**src/hw/rtl/i2cseq_pkg.sv**
```systemverilog
// Shared types, codes and sequence tables for the I2C EEPROM transfer sequencer.
package i2cseq_pkg;

  localparam int DEF_PAGE_SIZE       = 64;
  localparam int DEF_ACK_QUEUE_DEPTH = 8;
  localparam int JOBQ_DEPTH          = 4;
  localparam int OUTQ_DEPTH          = 8;
  localparam logic [6:0] DEF_DEV_ADDR = 7'd80;

  typedef enum logic [2:0] {
    ACT_BEGIN_READ   = 3'd0,
    ACT_BEGIN_WRITE  = 3'd1,
    ACT_READ_BYTE    = 3'd2,
    ACT_WRITE_BYTE   = 3'd3,
    ACT_FINISH_READ  = 3'd4,
    ACT_FINISH_WRITE = 3'd5,
    ACT_BUS_ACK      = 3'd6
  } action_t;

  typedef enum logic [2:0] {
    CMD_NONE    = 3'd0,
    CMD_START   = 3'd1,
    CMD_RESTART = 3'd2,
    CMD_STOP    = 3'd3,
    CMD_WRITE   = 3'd4,
    CMD_READ    = 3'd5,
    CMD_NACK    = 3'd6
  } cmd_t;

  typedef enum logic [1:0] {
    ST_OK      = 2'd0,
    ST_REJECT  = 2'd1,
    ST_NOPEND  = 2'd2
  } status_t;

  typedef enum logic [1:0] {
    K_COUNTED = 2'd0,
    K_IGNORED = 2'd1,
    K_POLL    = 2'd2
  } ack_kind_t;

  // Command sequences the back end can expand
  typedef enum logic [3:0] {
    SEQ_NONE       = 4'd0,
    SEQ_BEGIN_RD   = 4'd1,
    SEQ_BEGIN_WR   = 4'd2,
    SEQ_RD_BYTE    = 4'd3,
    SEQ_WR_BYTE    = 4'd4,
    SEQ_WR_PAGE    = 4'd5,
    SEQ_FINISH_RD  = 4'd6,
    SEQ_FINISH_WR  = 4'd7,
    SEQ_POLL_NACK  = 4'd8,
    SEQ_POLL_PAGE  = 4'd9,
    SEQ_POLL_FINAL = 4'd10
  } seq_t;

  typedef struct packed {
    seq_t        seq;
    logic [6:0]  dev;
    logic [15:0] addr;
    logic [7:0]  data;
    logic        err;
    status_t     status;
    logic        busy;
  } job_t;

  typedef struct packed {
    cmd_t       cmd;
    logic [7:0] data;
  } cmd_byte_t;

  typedef struct packed {
    cmd_t       cmd;
    logic [7:0] data;
    logic       err;
    status_t    status;
    logic       busy;
    logic       last;
  } result_t;

  function automatic logic [2:0] seq_len(seq_t s);
    logic [2:0] n;
    unique case (s)
      SEQ_BEGIN_RD:  n = 3'd6;
      SEQ_BEGIN_WR:  n = 3'd4;
      SEQ_WR_PAGE:   n = 3'd4;
      SEQ_FINISH_RD: n = 3'd2;
      SEQ_FINISH_WR: n = 3'd3;
      SEQ_POLL_NACK: n = 3'd2;
      SEQ_POLL_PAGE: n = 3'd5;
      default:       n = 3'd1;
    endcase
    return n;
  endfunction

  function automatic cmd_byte_t mk(cmd_t c, logic [7:0] d);
    cmd_byte_t r;
    r.cmd  = c;
    r.data = d;
    return r;
  endfunction

  function automatic cmd_byte_t seq_step(job_t j, logic [2:0] step);
    cmd_byte_t  r;
    logic [7:0] hw;
    logic [7:0] hr;
    hw = {j.dev, 1'b0};
    hr = {j.dev, 1'b1};
    r  = mk(CMD_NONE, 8'd0);
    unique case (j.seq)
      SEQ_BEGIN_RD, SEQ_BEGIN_WR: begin
        case (step)
          3'd0:    r = mk(CMD_START, 8'd0);
          3'd1:    r = mk(CMD_WRITE, hw);
          3'd2:    r = mk(CMD_WRITE, j.addr[15:8]);
          3'd3:    r = mk(CMD_WRITE, j.addr[7:0]);
          3'd4:    r = mk(CMD_RESTART, 8'd0);
          3'd5:    r = mk(CMD_WRITE, hr);
          default: r = mk(CMD_NONE, 8'd0);
        endcase
      end
      SEQ_RD_BYTE: r = mk(CMD_READ, 8'd0);
      SEQ_WR_BYTE: r = mk(CMD_WRITE, j.data);
      SEQ_WR_PAGE: begin
        case (step)
          3'd0:    r = mk(CMD_WRITE, j.data);
          3'd1:    r = mk(CMD_STOP, 8'd0);
          3'd2:    r = mk(CMD_START, 8'd0);
          default: r = mk(CMD_WRITE, hw);
        endcase
      end
      SEQ_FINISH_RD: r = (step == 3'd0) ? mk(CMD_NACK, 8'd0) : mk(CMD_STOP, 8'd0);
      SEQ_FINISH_WR: begin
        case (step)
          3'd0:    r = mk(CMD_STOP, 8'd0);
          3'd1:    r = mk(CMD_START, 8'd0);
          default: r = mk(CMD_WRITE, hw);
        endcase
      end
      SEQ_POLL_NACK: r = (step == 3'd0) ? mk(CMD_RESTART, 8'd0) : mk(CMD_WRITE, hw);
      SEQ_POLL_PAGE: begin
        case (step)
          3'd0:    r = mk(CMD_STOP, 8'd0);
          3'd1:    r = mk(CMD_START, 8'd0);
          3'd2:    r = mk(CMD_WRITE, hw);
          3'd3:    r = mk(CMD_WRITE, j.addr[15:8]);
          default: r = mk(CMD_WRITE, j.addr[7:0]);
        endcase
      end
      SEQ_POLL_FINAL: r = mk(CMD_STOP, 8'd0);
      default:        r = mk(CMD_NONE, 8'd0);
    endcase
    return r;
  endfunction

endpackage

```
**src/hw/rtl/i2cseq_front.sv**
```systemverilog
// Front end: classifies requests, tracks mode and pending acknowledges, emits jobs.
module i2cseq_front import i2cseq_pkg::*; #(
  parameter int PAGE_SIZE       = DEF_PAGE_SIZE,
  parameter int ACK_QUEUE_DEPTH = DEF_ACK_QUEUE_DEPTH
) (
  input  logic        clk,
  input  logic        rst_n,
  input  logic        acc,
  input  logic [2:0]  action,
  input  logic [15:0] address,
  input  logic [7:0]  data_byte,
  input  logic        nack,
  input  logic        cfg_we,
  input  logic [6:0]  cfg_dev,
  output job_t        job
);

  localparam int CW = $clog2(ACK_QUEUE_DEPTH + 1);
  localparam int PW = $clog2(PAGE_SIZE);

  typedef enum logic [4:0] {
    M_IDLE      = 5'b00001,
    M_READ      = 5'b00010,
    M_WRITE     = 5'b00100,
    M_PAGEPOLL  = 5'b01000,
    M_FINALPOLL = 5'b10000
  } mode_t;

  mode_t       mode_r, mode_nxt;
  logic [15:0] cur_r, cur_nxt;
  logic        err_r, err_nxt;
  logic [6:0]  dev_r;
  ack_kind_t   kq_r   [ACK_QUEUE_DEPTH];
  ack_kind_t   kq_nxt [ACK_QUEUE_DEPTH];
  ack_kind_t   kq_pop [ACK_QUEUE_DEPTH];
  logic [CW-1:0] kcnt_r, kcnt_nxt, kcnt_pop;

  seq_t        seq;
  status_t     status;
  logic        do_pop;
  logic [2:0]  npush;
  ack_kind_t   kinds [4];
  logic [15:0] next_addr;
  logic        page_end;
  logic [CW:0] cnt_wide;
  logic [CW:0] push_end;
  logic [CW-1:0] off;
  logic        room1, room2, room3, room4;

  assign next_addr = cur_r + 16'd1;
  assign page_end  = (next_addr[PW-1:0] == '0);
  assign cnt_wide  = {1'b0, kcnt_r};
  assign room1 = (cnt_wide + (CW+1)'(1)) <= (CW+1)'(ACK_QUEUE_DEPTH);
  assign room2 = (cnt_wide + (CW+1)'(2)) <= (CW+1)'(ACK_QUEUE_DEPTH);
  assign room3 = (cnt_wide + (CW+1)'(3)) <= (CW+1)'(ACK_QUEUE_DEPTH);
  assign room4 = (cnt_wide + (CW+1)'(4)) <= (CW+1)'(ACK_QUEUE_DEPTH);

  always_comb begin
    mode_nxt = mode_r;
    cur_nxt  = cur_r;
    err_nxt  = err_r;
    seq      = SEQ_NONE;
    status   = ST_OK;
    do_pop   = 1'b0;
    npush    = 3'd0;
    for (int i = 0; i < 4; i++) kinds[i] = K_COUNTED;
    unique case (action_t'(action))
      ACT_BEGIN_READ: begin
        if (mode_r != M_IDLE || !room4) begin
          status = ST_REJECT;
        end else begin
          err_nxt  = 1'b0;
          cur_nxt  = address;
          seq      = SEQ_BEGIN_RD;
          npush    = 3'd4;
          kinds[3] = K_IGNORED;
          mode_nxt = M_READ;
        end
      end
      ACT_BEGIN_WRITE: begin
        if (mode_r != M_IDLE || !room3) begin
          status = ST_REJECT;
        end else begin
          err_nxt  = 1'b0;
          cur_nxt  = address;
          seq      = SEQ_BEGIN_WR;
          npush    = 3'd3;
          mode_nxt = M_WRITE;
        end
      end
      ACT_READ_BYTE: begin
        if (mode_r != M_READ) status = ST_REJECT;
        else                  seq    = SEQ_RD_BYTE;
      end
      ACT_WRITE_BYTE: begin
        if (mode_r != M_WRITE || !(page_end ? room2 : room1)) begin
          status = ST_REJECT;
        end else begin
          cur_nxt = next_addr;
          if (page_end) begin
            seq      = SEQ_WR_PAGE;
            npush    = 3'd2;
            kinds[1] = K_POLL;
            mode_nxt = M_PAGEPOLL;
          end else begin
            seq   = SEQ_WR_BYTE;
            npush = 3'd1;
          end
        end
      end
      ACT_FINISH_READ: begin
        if (mode_r != M_READ) begin
          status = ST_REJECT;
        end else begin
          seq      = SEQ_FINISH_RD;
          mode_nxt = M_IDLE;
        end
      end
      ACT_FINISH_WRITE: begin
        if (mode_r != M_WRITE || !room1) begin
          status = ST_REJECT;
        end else begin
          seq      = SEQ_FINISH_WR;
          npush    = 3'd1;
          kinds[0] = K_POLL;
          mode_nxt = M_FINALPOLL;
        end
      end
      ACT_BUS_ACK: begin
        if (kcnt_r == '0) begin
          status = ST_NOPEND;
        end else begin
          do_pop = 1'b1;
          case (kq_r[0])
            K_COUNTED: if (nack) err_nxt = 1'b1;
            K_POLL: begin
              if (mode_r == M_PAGEPOLL || mode_r == M_FINALPOLL) begin
                if (nack) begin
                  seq      = SEQ_POLL_NACK;
                  npush    = 3'd1;
                  kinds[0] = K_POLL;
                end else if (mode_r == M_PAGEPOLL) begin
                  seq      = SEQ_POLL_PAGE;
                  npush    = 3'd3;
                  mode_nxt = M_WRITE;
                end else begin
                  seq      = SEQ_POLL_FINAL;
                  mode_nxt = M_IDLE;
                end
              end
            end
            default: ;
          endcase
        end
      end
      default: status = ST_REJECT;
    endcase
  end

  // Pop the head, then append the new kinds; anything past the depth is dropped
  always_comb begin
    for (int i = 0; i < ACK_QUEUE_DEPTH - 1; i++) begin
      kq_pop[i] = do_pop ? kq_r[i+1] : kq_r[i];
    end
    kq_pop[ACK_QUEUE_DEPTH-1] = kq_r[ACK_QUEUE_DEPTH-1];
    kcnt_pop = do_pop ? kcnt_r - CW'(1) : kcnt_r;
    push_end = {1'b0, kcnt_pop} + (CW+1)'(npush);
    for (int i = 0; i < ACK_QUEUE_DEPTH; i++) begin
      off = CW'(i) - kcnt_pop;
      if (CW'(i) >= kcnt_pop && (CW+1)'(i) < push_end) kq_nxt[i] = kinds[off[1:0]];
      else                                              kq_nxt[i] = kq_pop[i];
    end
    if (push_end > (CW+1)'(ACK_QUEUE_DEPTH)) kcnt_nxt = CW'(ACK_QUEUE_DEPTH);
    else                                     kcnt_nxt = push_end[CW-1:0];
  end

  always_comb begin
    job.seq    = seq;
    job.dev    = dev_r;
    job.addr   = cur_nxt;
    job.data   = data_byte;
    job.err    = err_nxt;
    job.status = status;
    job.busy   = (mode_nxt == M_PAGEPOLL) || (mode_nxt == M_FINALPOLL);
  end

  always_ff @(posedge clk) begin
    if (!rst_n) begin
      mode_r <= M_IDLE;
      cur_r  <= 16'd0;
      err_r  <= 1'b0;
      kcnt_r <= '0;
      dev_r  <= DEF_DEV_ADDR;
    end else begin
      if (cfg_we) dev_r <= cfg_dev;
      if (acc) begin
        mode_r <= mode_nxt;
        cur_r  <= cur_nxt;
        err_r  <= err_nxt;
        kcnt_r <= kcnt_nxt;
      end
    end
  end

  always_ff @(posedge clk) begin
    if (acc) begin
      for (int i = 0; i < ACK_QUEUE_DEPTH; i++) kq_r[i] <= kq_nxt[i];
    end
  end

  a_kcnt_bound: assert property (@(posedge clk) disable iff (!rst_n)
    kcnt_r <= CW'(ACK_QUEUE_DEPTH))
    else $error("acknowledge queue count past depth");

  a_reject_holds: assert property (@(posedge clk) disable iff (!rst_n)
    acc && status == ST_REJECT |=> $stable(mode_r) && $stable(kcnt_r) && $stable(cur_r))
    else $error("rejected request changed state");

  a_empty_ack_holds: assert property (@(posedge clk) disable iff (!rst_n)
    acc && status == ST_NOPEND |=> $stable(mode_r) && kcnt_r == '0)
    else $error("acknowledge with nothing pending changed state");

endmodule

```
**src/hw/rtl/i2cseq_jobq.sv**
```systemverilog
// Short job queue between the front end and the command expander.
module i2cseq_jobq import i2cseq_pkg::*; (
  input  logic clk,
  input  logic rst_n,
  input  logic wr,
  input  job_t wdata,
  input  logic rd,
  output job_t head,
  output logic full,
  output logic empty
);

  localparam int AW = $clog2(JOBQ_DEPTH);
  localparam int CW = $clog2(JOBQ_DEPTH + 1);

  job_t          q_r [JOBQ_DEPTH];
  logic [AW-1:0] wp_r, rp_r;
  logic [CW-1:0] cnt_r;

  assign full  = (cnt_r == CW'(JOBQ_DEPTH));
  assign empty = (cnt_r == '0);
  assign head  = q_r[rp_r];

  always_ff @(posedge clk) begin
    if (!rst_n) begin
      wp_r  <= '0;
      rp_r  <= '0;
      cnt_r <= '0;
    end else begin
      if (wr) wp_r <= wp_r + AW'(1);
      if (rd) rp_r <= rp_r + AW'(1);
      if (wr && !rd)      cnt_r <= cnt_r + CW'(1);
      else if (rd && !wr) cnt_r <= cnt_r - CW'(1);
    end
  end

  always_ff @(posedge clk) begin
    if (wr) q_r[wp_r] <= wdata;
  end

  a_no_overflow: assert property (@(posedge clk) disable iff (!rst_n)
    full && !rd |-> !wr)
    else $error("job queue written while full");

endmodule

```
**src/hw/rtl/i2cseq_back.sv**
```systemverilog
// Back end: expands each job into bus commands and buffers them as result items.
module i2cseq_back import i2cseq_pkg::*; (
  input  logic    clk,
  input  logic    rst_n,
  input  job_t    job,
  input  logic    job_empty,
  output logic    job_pop,
  input  logic    pop,
  output logic    empty,
  output result_t res
);

  localparam int AW = $clog2(OUTQ_DEPTH);
  localparam int CW = $clog2(OUTQ_DEPTH + 1);

  result_t       oq_r [OUTQ_DEPTH];
  logic [AW-1:0] wp_r, rp_r;
  logic [CW-1:0] cnt_r;
  logic [2:0]    step_r, step_nxt;
  cmd_byte_t     cb;
  logic          last;
  logic          issue;
  logic          take;
  result_t       wres;

  assign cb    = seq_step(job, step_r);
  assign last  = (step_r == seq_len(job.seq) - 3'd1);
  assign issue = !job_empty && (cnt_r != CW'(OUTQ_DEPTH));
  assign take  = pop && !empty;
  assign job_pop  = issue && last;
  assign step_nxt = last ? 3'd0 : step_r + 3'd1;

  always_comb begin
    wres.cmd    = cb.cmd;
    wres.data   = cb.data;
    wres.err    = job.err;
    wres.status = job.status;
    wres.busy   = job.busy;
    wres.last   = last;
  end

  assign empty = (cnt_r == '0);
  assign res   = oq_r[rp_r];

  always_ff @(posedge clk) begin
    if (!rst_n) begin
      step_r <= 3'd0;
      wp_r   <= '0;
      rp_r   <= '0;
      cnt_r  <= '0;
    end else begin
      if (issue) begin
        step_r <= step_nxt;
        wp_r   <= wp_r + AW'(1);
      end
      if (take) rp_r <= rp_r + AW'(1);
      if (issue && !take)      cnt_r <= cnt_r + CW'(1);
      else if (take && !issue) cnt_r <= cnt_r - CW'(1);
    end
  end

  always_ff @(posedge clk) begin
    if (issue) oq_r[wp_r] <= wres;
  end

  a_outq_bound: assert property (@(posedge clk) disable iff (!rst_n)
    cnt_r <= CW'(OUTQ_DEPTH))
    else $error("result queue count past depth");

  a_step_has_job: assert property (@(posedge clk) disable iff (!rst_n)
    step_r != 3'd0 |-> !job_empty && step_r < seq_len(job.seq))
    else $error("expansion step without a job in flight");

endmodule

```
**src/hw/rtl/i2c_eeprom_transfer_sequencer_top.sv**
```systemverilog
// Top level of the I2C EEPROM transfer sequencer: front end, job queue, command expander.
// Each item is written into the job queue, then its commands into the result queue, ahead of the result ports.
// The four-entry job queue takes one item per cycle while not full; the expander issues
// one command per cycle while the result queue has room, one to six commands per item.
// Synchronous active-low reset empties the job, result and acknowledge queues, sets idle
// mode, address and error to zero, and the device address to 80.
module i2c_eeprom_transfer_sequencer_top import i2cseq_pkg::*; #(
  parameter int PAGE_SIZE       = DEF_PAGE_SIZE,
  parameter int ACK_QUEUE_DEPTH = DEF_ACK_QUEUE_DEPTH
) (
  input  logic        clk,
  input  logic        rst_n,
  input  logic        push,
  output logic        full,
  input  logic [2:0]  in_action,
  input  logic [15:0] in_address,
  input  logic [7:0]  in_data_byte,
  input  logic        in_nack,
  output logic        empty,
  input  logic        pop,
  output logic [2:0]  out_command,
  output logic [7:0]  out_bus_byte,
  output logic        out_error,
  output logic [1:0]  out_status,
  output logic        out_busy_res,
  output logic        out_last,
  input  logic        cfg_valid,
  output logic        cfg_ready,
  input  logic [6:0]  cfg_device_address
);

  job_t    job_in;
  job_t    job_head;
  logic    job_empty;
  logic    job_pop;
  logic    acc;
  result_t res;

  assign cfg_ready = 1'b1;
  assign acc       = push && !full;

  i2cseq_front #(
    .PAGE_SIZE       (PAGE_SIZE),
    .ACK_QUEUE_DEPTH (ACK_QUEUE_DEPTH)
  ) u_front (
    .clk       (clk),
    .rst_n     (rst_n),
    .acc       (acc),
    .action    (in_action),
    .address   (in_address),
    .data_byte (in_data_byte),
    .nack      (in_nack),
    .cfg_we    (cfg_valid && cfg_ready),
    .cfg_dev   (cfg_device_address),
    .job       (job_in)
  );

  i2cseq_jobq u_jobq (
    .clk   (clk),
    .rst_n (rst_n),
    .wr    (acc),
    .wdata (job_in),
    .rd    (job_pop),
    .head  (job_head),
    .full  (full),
    .empty (job_empty)
  );

  i2cseq_back u_back (
    .clk       (clk),
    .rst_n     (rst_n),
    .job       (job_head),
    .job_empty (job_empty),
    .job_pop   (job_pop),
    .pop       (pop),
    .empty     (empty),
    .res       (res)
  );

  assign out_command  = res.cmd;
  assign out_bus_byte = res.data;
  assign out_error    = res.err;
  assign out_status   = res.status;
  assign out_busy_res = res.busy;
  assign out_last     = res.last;

endmodule

```
**config.mk**
```make
export PLATFORM = sky130hd
export DESIGN_NAME = i2c_eeprom_transfer_sequencer_top
export DESIGN_NICKNAME = d
export VERILOG_FILES = /design/src/hw/rtl/i2cseq_pkg.sv /design/src/hw/rtl/i2cseq_front.sv /design/src/hw/rtl/i2cseq_jobq.sv /design/src/hw/rtl/i2cseq_back.sv /design/src/hw/rtl/i2c_eeprom_transfer_sequencer_top.sv
export SDC_FILE = /design/constraint.sdc
export NUM_CORES = 1
export LEC_CHECK = 0
export BUFFER_PORTS_ARGS = -buffer_cell sky130_fd_sc_hd__buf_4
export CORE_ASPECT_RATIO = 0.8
export CORE_MARGIN = 3
export CORE_UTILIZATION = 40
export DETAILED_ROUTE_END_ITERATION = 8
export GPL_TIMING_DRIVEN = 0
export HOLD_SLACK_MARGIN = 0.02
export PLACE_DENSITY = 0.65
export SYNTH_ARGS = -nofsm -noshare
export SYNTH_HDL_FRONTEND = slang
export SYNTH_SLANG_ARGS = --single-unit
export TNS_END_PERCENT = 50
```
**constraint.sdc**
```tcl
create_clock -name clk -period 7.33 [get_ports clk]
set_input_delay 0.3665 -clock clk [delete_from_list [all_inputs] [get_ports clk]]
set_output_delay 0.3665 -clock clk [all_outputs]
set_load 0.02 [all_outputs]
```
==> qor.yml, run 1 <==
clock_latency_ps: 520
synth_seq_cells: 358
start_util_pct: 41.0
status: "complete, no violations"
wl_mm: 37.9
path_delay_family: "compound AO/OA/AOI/OAI gates"
drcViolationCount: 0
num_vias: 10400
setup_ws_ps: 2580
io_buffers: 55
cp_slowest_cell: "o21ai_0"
fin_skew_ps: 13.7
timing.hold.ws_ps: 59.6
critPathKind: "reg2reg"
hp-class: "in2reg"
clockRootBuffer: "clkbuf_16"
layout-drive-gt1-share_pct: 20.6
yosysMostFrequentCell: "edfxtp_1"
critPathLaunchType: "flop"
p_per_area_nw_per_um2: 341
synth_common_cells: "edfxtp_1 (300), mux4_2 (71), nor2_1 (69)"
tns_ps: 0
core_um2: 39900
dieArea_um2: 43400
yosysUniqueCellTypes: 83
synthTopCellsByArea: "edfxtp_1 (55%), mux4_2 (9.8%), dfxtp_1 (7.1%)"
grt_max_degree: 32
vias_per_cell: 5.73
yosysSeqAreaShare_pct: 62.2
p_total_mw: 6.42
crit_arrival_ps: 5010
antennaDiodeCount: 0
crit_chain: "clkbuf_1 -> inv_1 -> ha_1 -> or3b_1 -> clkbuf_1 -> nand2_1 -> o21ai_0 -> ha_1 -> a21oi_1 -> nand2b_1 -> mux2i_1 -> or2_1 -> o311a_1 -> mux2_1"
hold_violations: 0
cp.depth: 14
dr.first_iter.drc_count: 1059
grt_overflow: 0
tightest_slew_ps: 1210
numCtsBuffers: 36
final_max_slew_viol_count: 0
min_path_cells: 1
grt_pass1_wl_mm: 59.1
clock_path_buffers: 3
slowest_delay_ps: 850
postCtsSetupBuffers: 0
crit_fanout: 8
grt_usage_pct: 17.4
wl_per_cell_um: 20.8
cts_tree: "built"
required_ps: 7600
firstDrtPassIters: 5
numClockSinks: 358
syn_inst: 1152
gp_congestion: 0.890
io_pins: 59
finalCritPeriodShare_pct: 64.7
synth_fp_nets: 1223
clkTransAtPathRegs_ps: 60
setup_viol: 0
syn_area_um2: 16400
rsz0062_at_grt: "false"
end_kind: "flop"
cts.repair.resized: 0
dpl_worst_slack_ps: 2680
synth_top_area_cell: "edfxtp_1"
reg2reg_depth: 14
relSlewSlack_pct: 18.9
ys_warn_count: 0
p_leak_nw: 6.38
async_flop_share_pct: 0
postCtsHoldBufs: 0
die_h_um: 187
rows: 65
syn_avg_cell_area_um2: 14.2
fin_nets: 1331
antenna_found_initial: 0
crit_buf_inv: 3
yosysTopAreaCellShare_pct: 55.1
area_growth_pct: 15.3
die_w_um: 232
max_cap_viol_count: 0
synth_top_flop_cell: "edfxtp_1"
ant_nets: 0
synth_edf_count: 300
fmax_ghz: 0.211
place_hpwl_mm: 26.7
fin_crit_ps: 4750
first_global_vias: 10000
cts_max_level: 2
peakVddDrop_v: 0.000144
## path summary, 6_finish.rpt
kind | slack [ps] | from | to
worst max-delay path | 2580 | u_front.kcnt_r[0]$_SDFFE_PN0P_ | u_front.kq_r[0][4]$_DFFE_PP_
worst min-delay path | 60 | in_data_byte[1] | u_jobq.q_r[1][5]$_DFFE_PP_
worst max register to register | 2580 | u_front.kcnt_r[0]$_SDFFE_PN0P_ | u_front.kq_r[0][4]$_DFFE_PP_
worst min register to register | 470 | u_front.err_r$_SDFFE_PN0P_ | u_front.err_r$_SDFFE_PN0P_
## stage by stage
step	utilization, %	cells	cell area (µm²)
4_1_cts	47.2	1820	18900
2_1_floorplan	-	1152	16400
5_1_grt	47.2	1820	18900
6_report	47.2	1820	18900
3_3_place_gp	43.7	1743	17400
3_5_place_dp	44.3	1758	17700
## layout by cell type, fill, tap and decap left out, types with 15 or more instances in the layout
| master | n |
|---|---|
| nor3_1 | 16 |
| clkbuf_1 | 55 |
| nand2_1 | 68 |
| mux4_2 | 71 |
| a21oi_1 | 64 |
| mux2i_1 | 19 |
| nand2b_1 | 15 |
| nand3_1 | 25 |
| buf_4 | 61 |
| o21ai_0 | 39 |
| mux2_2 | 27 |
| edfxtp_1 | 300 |
| o22ai_1 | 20 |
| inv_1 | 30 |
| dfxtp_1 | 58 |
| ha_1 | 28 |
| nor2_1 | 68 |
| clkbuf_16 | 39 |
## metal layers
layer / up-vias / GRT usage (%) / wire, µm
li1: 4762 / - / -
met1: 5215 / 26.8 / 17800
met2: 397 / 25.8 / 16700
met3: 46 / 3.30 / 2790
met4: 0 / 3.55 / 577
met5: - / 0 / 0
## registers in the layout, summed over array words and instances (netlist names), named ones only
signal / cells
u_back.rp_r: 3
u_jobq.rp_r: 2
u_front.err_r: 1
u_jobq.q_r: 156
u_back.step_r: 3
u_jobq.cnt_r: 3
u_front.mode_r: 5
u_back.cnt_r: 4
u_front.dev_r: 7
u_back.wp_r: 3
u_jobq.wp_r: 2
u_front.cur_r: 16
u_back.oq_r: 128
u_front.kcnt_r: 4
u_front.kq_r: 16
## report_power, final
part | total (mW) | leakage, nW | internal (mW) | switching, mW
registers | 2.71 | 3.26 | 2.61 | 0.108
logic | 1.88 | 2.54 | 0.774 | 1.10
clock network | 1.83 | 0.575 | 1.09 | 0.740
total | 6.42 | 6.38 | 4.47 | 1.95
## worst reg2reg max path, cell delays in order, from the launching register on
cell,delay [ps]
dfxtp_1,390
clkbuf_1,310
inv_1,170
ha_1,250
or3b_1,160
clkbuf_1,240
nand2_1,220
o21ai_0,850
ha_1,370
a21oi_1,190
nand2b_1,170
mux2i_1,90
or2_1,280
o311a_1,450
mux2_1,350
## kinds of logic after synthesis
logic type | after synthesis | share of synthesized area, %
AO/OA/AOI/OAI | 251 | 10.5
XOR/XNOR | 23 | 1.23
adder cells (fa/ha/maj) | 31 | 2.51
buffers and inverters | 99 | 2.42
flip-flops | 358 | 62.2
multiplexers | 118 | 12.9
other | 1 | 0.0229
AND/OR/NAND/NOR | 271 | 8.28
## final cells by class
| class | count | area, µm² |
|---|---|---|
| clock inverter | 14 | 150 |
| fill | 3464 | 21100 |
| timing repair buffer | 70 | 602 |
| multi-input combinational | 695 | 5840 |
| buffer | 68 | 280 |
| sequential | 358 | 10200 |
| clock buffer | 48 | 1030 |
| tap | 536 | 671 |
| inverter | 31 | 116 |
Note: power is estimated with default switching activity, not from simulation.
==> run 2, diff against run 1 <==
PLACE_DENSITY = 0.67   (was 0.65)
clock period = 3.9 ns   (was 7.33 ns; I/O delays follow)
==> qor.yml, run 2 (synthesized netlist as in run 1, its figures left out) <==
r2r_end: "u_front.kq_r[0][4]$_DFFE_PP_"
p_per_area_nw_per_um2: 632  # +86%
cts_max_level: 2  # unchanged
regMostFlops: "u_jobq.q_r"
fin_crit_ps: 3800  # -946 ps
p_total_mw: 12.2  # +90%
wl_mm: 38.3  # +1.2%
io_pins: 59  # unchanged
status: "complete, no violations"
tightest_slew_ps: 1140  # -69.1 ps
mostFrequentLayoutCells: "edfxtp_1 (300), buf_4 (72), mux4_2 (71), nand2_1 (68), nor2_1 (68)"
wl_met3_mm: 2.49  # -11%
grt_max_degree: 29  # -9.4%
first_global_vias: 10200  # +1.4%
dr_wl_met2_mm: 17.2  # +3.0%
fmax_ghz: 0.263  # +25%
layout-drive-gt1-share_pct: 23.3  # +2.7 points
numClockSinks: 358  # unchanged
pwr-share-clk_pct: 28.2  # -0.3 points
grt_pass1_wl_mm: 59.5  # +0.63%
largest_register_ff_count: 156  # unchanged
power_frac_seq_pct: 41.7  # -0.6 points
numCtsBuffers: 36  # unchanged
p_int_mw: 8.48  # +89%
clock_path_buffers: 3  # unchanged
final_max_slew_viol_count: 0  # unchanged
final_common_cell: "edfxtp_1"
peakVddDrop_v: 0.000273  # +89%
die_w_um: 232  # unchanged
highest_layer: "met4"
cts_tree: "built"
grt_overflow: 0  # unchanged
reg2reg_depth: 15  # +1
end_kind: "flop"
rsz0062_at_grt: "true"
multiInputGateArea_um2: 5990  # +2.6%
r2r_setup_slack_ps: 100  # -2480 ps
grt_usage_pct: 17.6  # +0.16 points
die_h_um: 187  # unchanged
required_ps: 4160  # -3440 ps
dieArea_um2: 43400  # unchanged
fin_nets: 1362  # +2.3%
antenna_found_initial: 0  # unchanged
critPathLaunchType: "flop"
critPathKind: "reg2reg"
num-fill-cells: 3432  # -0.92%
r2r_start: "u_front.kcnt_r[0]$_SDFFE_PN0P_"
rows: 65  # unchanged
holdPathEnd: "u_front.cur_r[1]$_SDFFE_PN0P_"
vias_per_cell: 5.70  # -0.47%
top_regs: "u_jobq.q_r (156), u_back.oq_r (128)"
power.switching_mw: 3.75  # +92%
crit_arrival_ps: 4060  # -950 ps
crit_fanout: 8  # unchanged
hp-start: "in_address[1]"
antennaDiodeCount: 0  # unchanged
tns_ps: 0  # unchanged
max_cap_viol_count: 0  # unchanged
setup_viol: 0  # unchanged
core_um2: 39900  # unchanged
gp_congestion: 0.943  # +5.9%
min_path_cells: 3  # +2
dr.first_iter.drc_count: 969  # -8.5%
num_vias: 10600  # +1.3%
seq_area_um2: 10200  # about the same
p_leak_nw: 6.57  # +2.9%
drcViolationCount: 0  # unchanged
clockRootBuffer: "clkbuf_16"
start_util_pct: 41.0  # unchanged
relSlewSlack_pct: 23.3  # +4.4 points
clock_latency_ps: 530  # about the same
fin_skew_ps: 20.8  # +7.16 ps
pwr-share-comb_pct: 30.1  # +0.9 points
clkTransAtPathRegs_ps: 60  # about the same
finalCritPeriodShare_pct: 97.4  # +33 points
io_buffers: 55  # unchanged
wl_per_cell_um: 20.7  # -0.62%
met1_length_mm: 18.0  # +1.0%
p_sw_share_pct: 30.7  # +0.33 points
area_growth_pct: 18.3
hp-class: "in2reg"
firstDrtPassIters: 5  # unchanged
hold_violations: 0  # unchanged
place_hpwl_mm: 26.9  # +0.82%
ant_nets: 0  # unchanged
-- run 2: cell types whose count changed in the layout (fill, tap and decap cells not counted), moves of 4 or more --
cell           previous run  this run
dlygate4sd3_1             0        22
buf_4                    61        72
clkbuf_1                 55        46
clkinv_1                  3         9
ha_1                     28        24
ha_2                      0         4
-- run 2: critical path, stage by stage, from the launching register on --
cell and delay [ps]:
dfxtp_2 360, buf_4 160, inv_2 80, ha_2 220, mux2i_1 130, a221oi_2 340, nor4_2 100, nor2_1 180
o211ai_1 150, ha_2 230, fa_2 380, nor2_1 110, mux2i_1 80, or2_4 280, o311a_4 410, mux2_1 320
-- run 2: worst max path at each step --
stage	start	to	slack, ps	cells after the start
3_5_place_dp	u_front.kcnt_r[0]$_SDFFE_PN0P_	u_front.kq_r[0][4]$_DFFE_PP_	-700	14
5_1_grt	u_front.kcnt_r[2]$_SDFFE_PN0P_	u_front.kq_r[0][4]$_DFFE_PP_	-40	13
6_report	u_front.kcnt_r[0]$_SDFFE_PN0P_	u_front.kq_r[0][4]$_DFFE_PP_	100	15
4_1_cts	u_front.kcnt_r[3]$_SDFFE_PN0P_	u_front.kq_r[0][4]$_DFFE_PP_	30	14
2_1_floorplan	u_front.kcnt_r[0]$_SDFFE_PN0P_	u_front.kq_r[0][4]$_DFFE_PP_	40	15
3_3_place_gp	u_back.cnt_r[0]$_SDFFE_PN0P_	u_back.oq_r[1][6]$_DFFE_PP_	-940	4
-- run 2: routing by layer --
metal | track usage [%] | up-vias
li1 | - | 4813
met1 | 26.5 | 5310
met2 | 26.5 | 387
met3 | 3.27 | 49
met4 | 4.00 | 0
met5 | 0 | -
-- run 2: cell type report --
cell class,instances,share of cell area (%)
inverter,31,0.602
multi-input combinational,695,31.0
clock buffer,47,5.24
tap,536,3.47
sequential,358,52.6
timing repair buffer,103,4.70
buffer,66,1.58
clock inverter,17,0.828
-- run 2: metrics by stage --
step / instance area, µm² / setup WS [ps] / hold WS (ps) / utilization (%) / cells
2_1_floorplan: 16400 / 35.9 / 294 / - / 1152
3_3_place_gp: 17400 / -937 / 401 / 43.7 / 1743
3_5_place_dp: 17700 / -698 / 405 / 44.3 / 1760
4_1_cts: 19200 / 30.7 / 21.5 / 48.1 / 1847
5_1_grt: 19300 / -43.7 / 48.6 / 48.4 / 1853
6_report: 19300 / 101 / 47.6 / 48.4 / 1853
-- run 2: what timing repair did --
item	in CTS	in global routing
hold buffers	22	0
buffers inserted	3	6
gates cloned	0	0
pin swaps	3	7
resized for setup	22	31
endpoints found under the hold margin	46	0
endpoints found under the setup margin	33	28
-- run 2: power groups by stage --
stage	registers (mW)	clock network, mW	logic (mW)
after floorplan	5.12	0	2.44
after global placement	5.18	0	3.37
after detailed placement	5.18	0	3.53
after CTS	5.10	3.52	3.63
after global routing	5.15	3.68	4.00
final	5.10	3.44	3.69
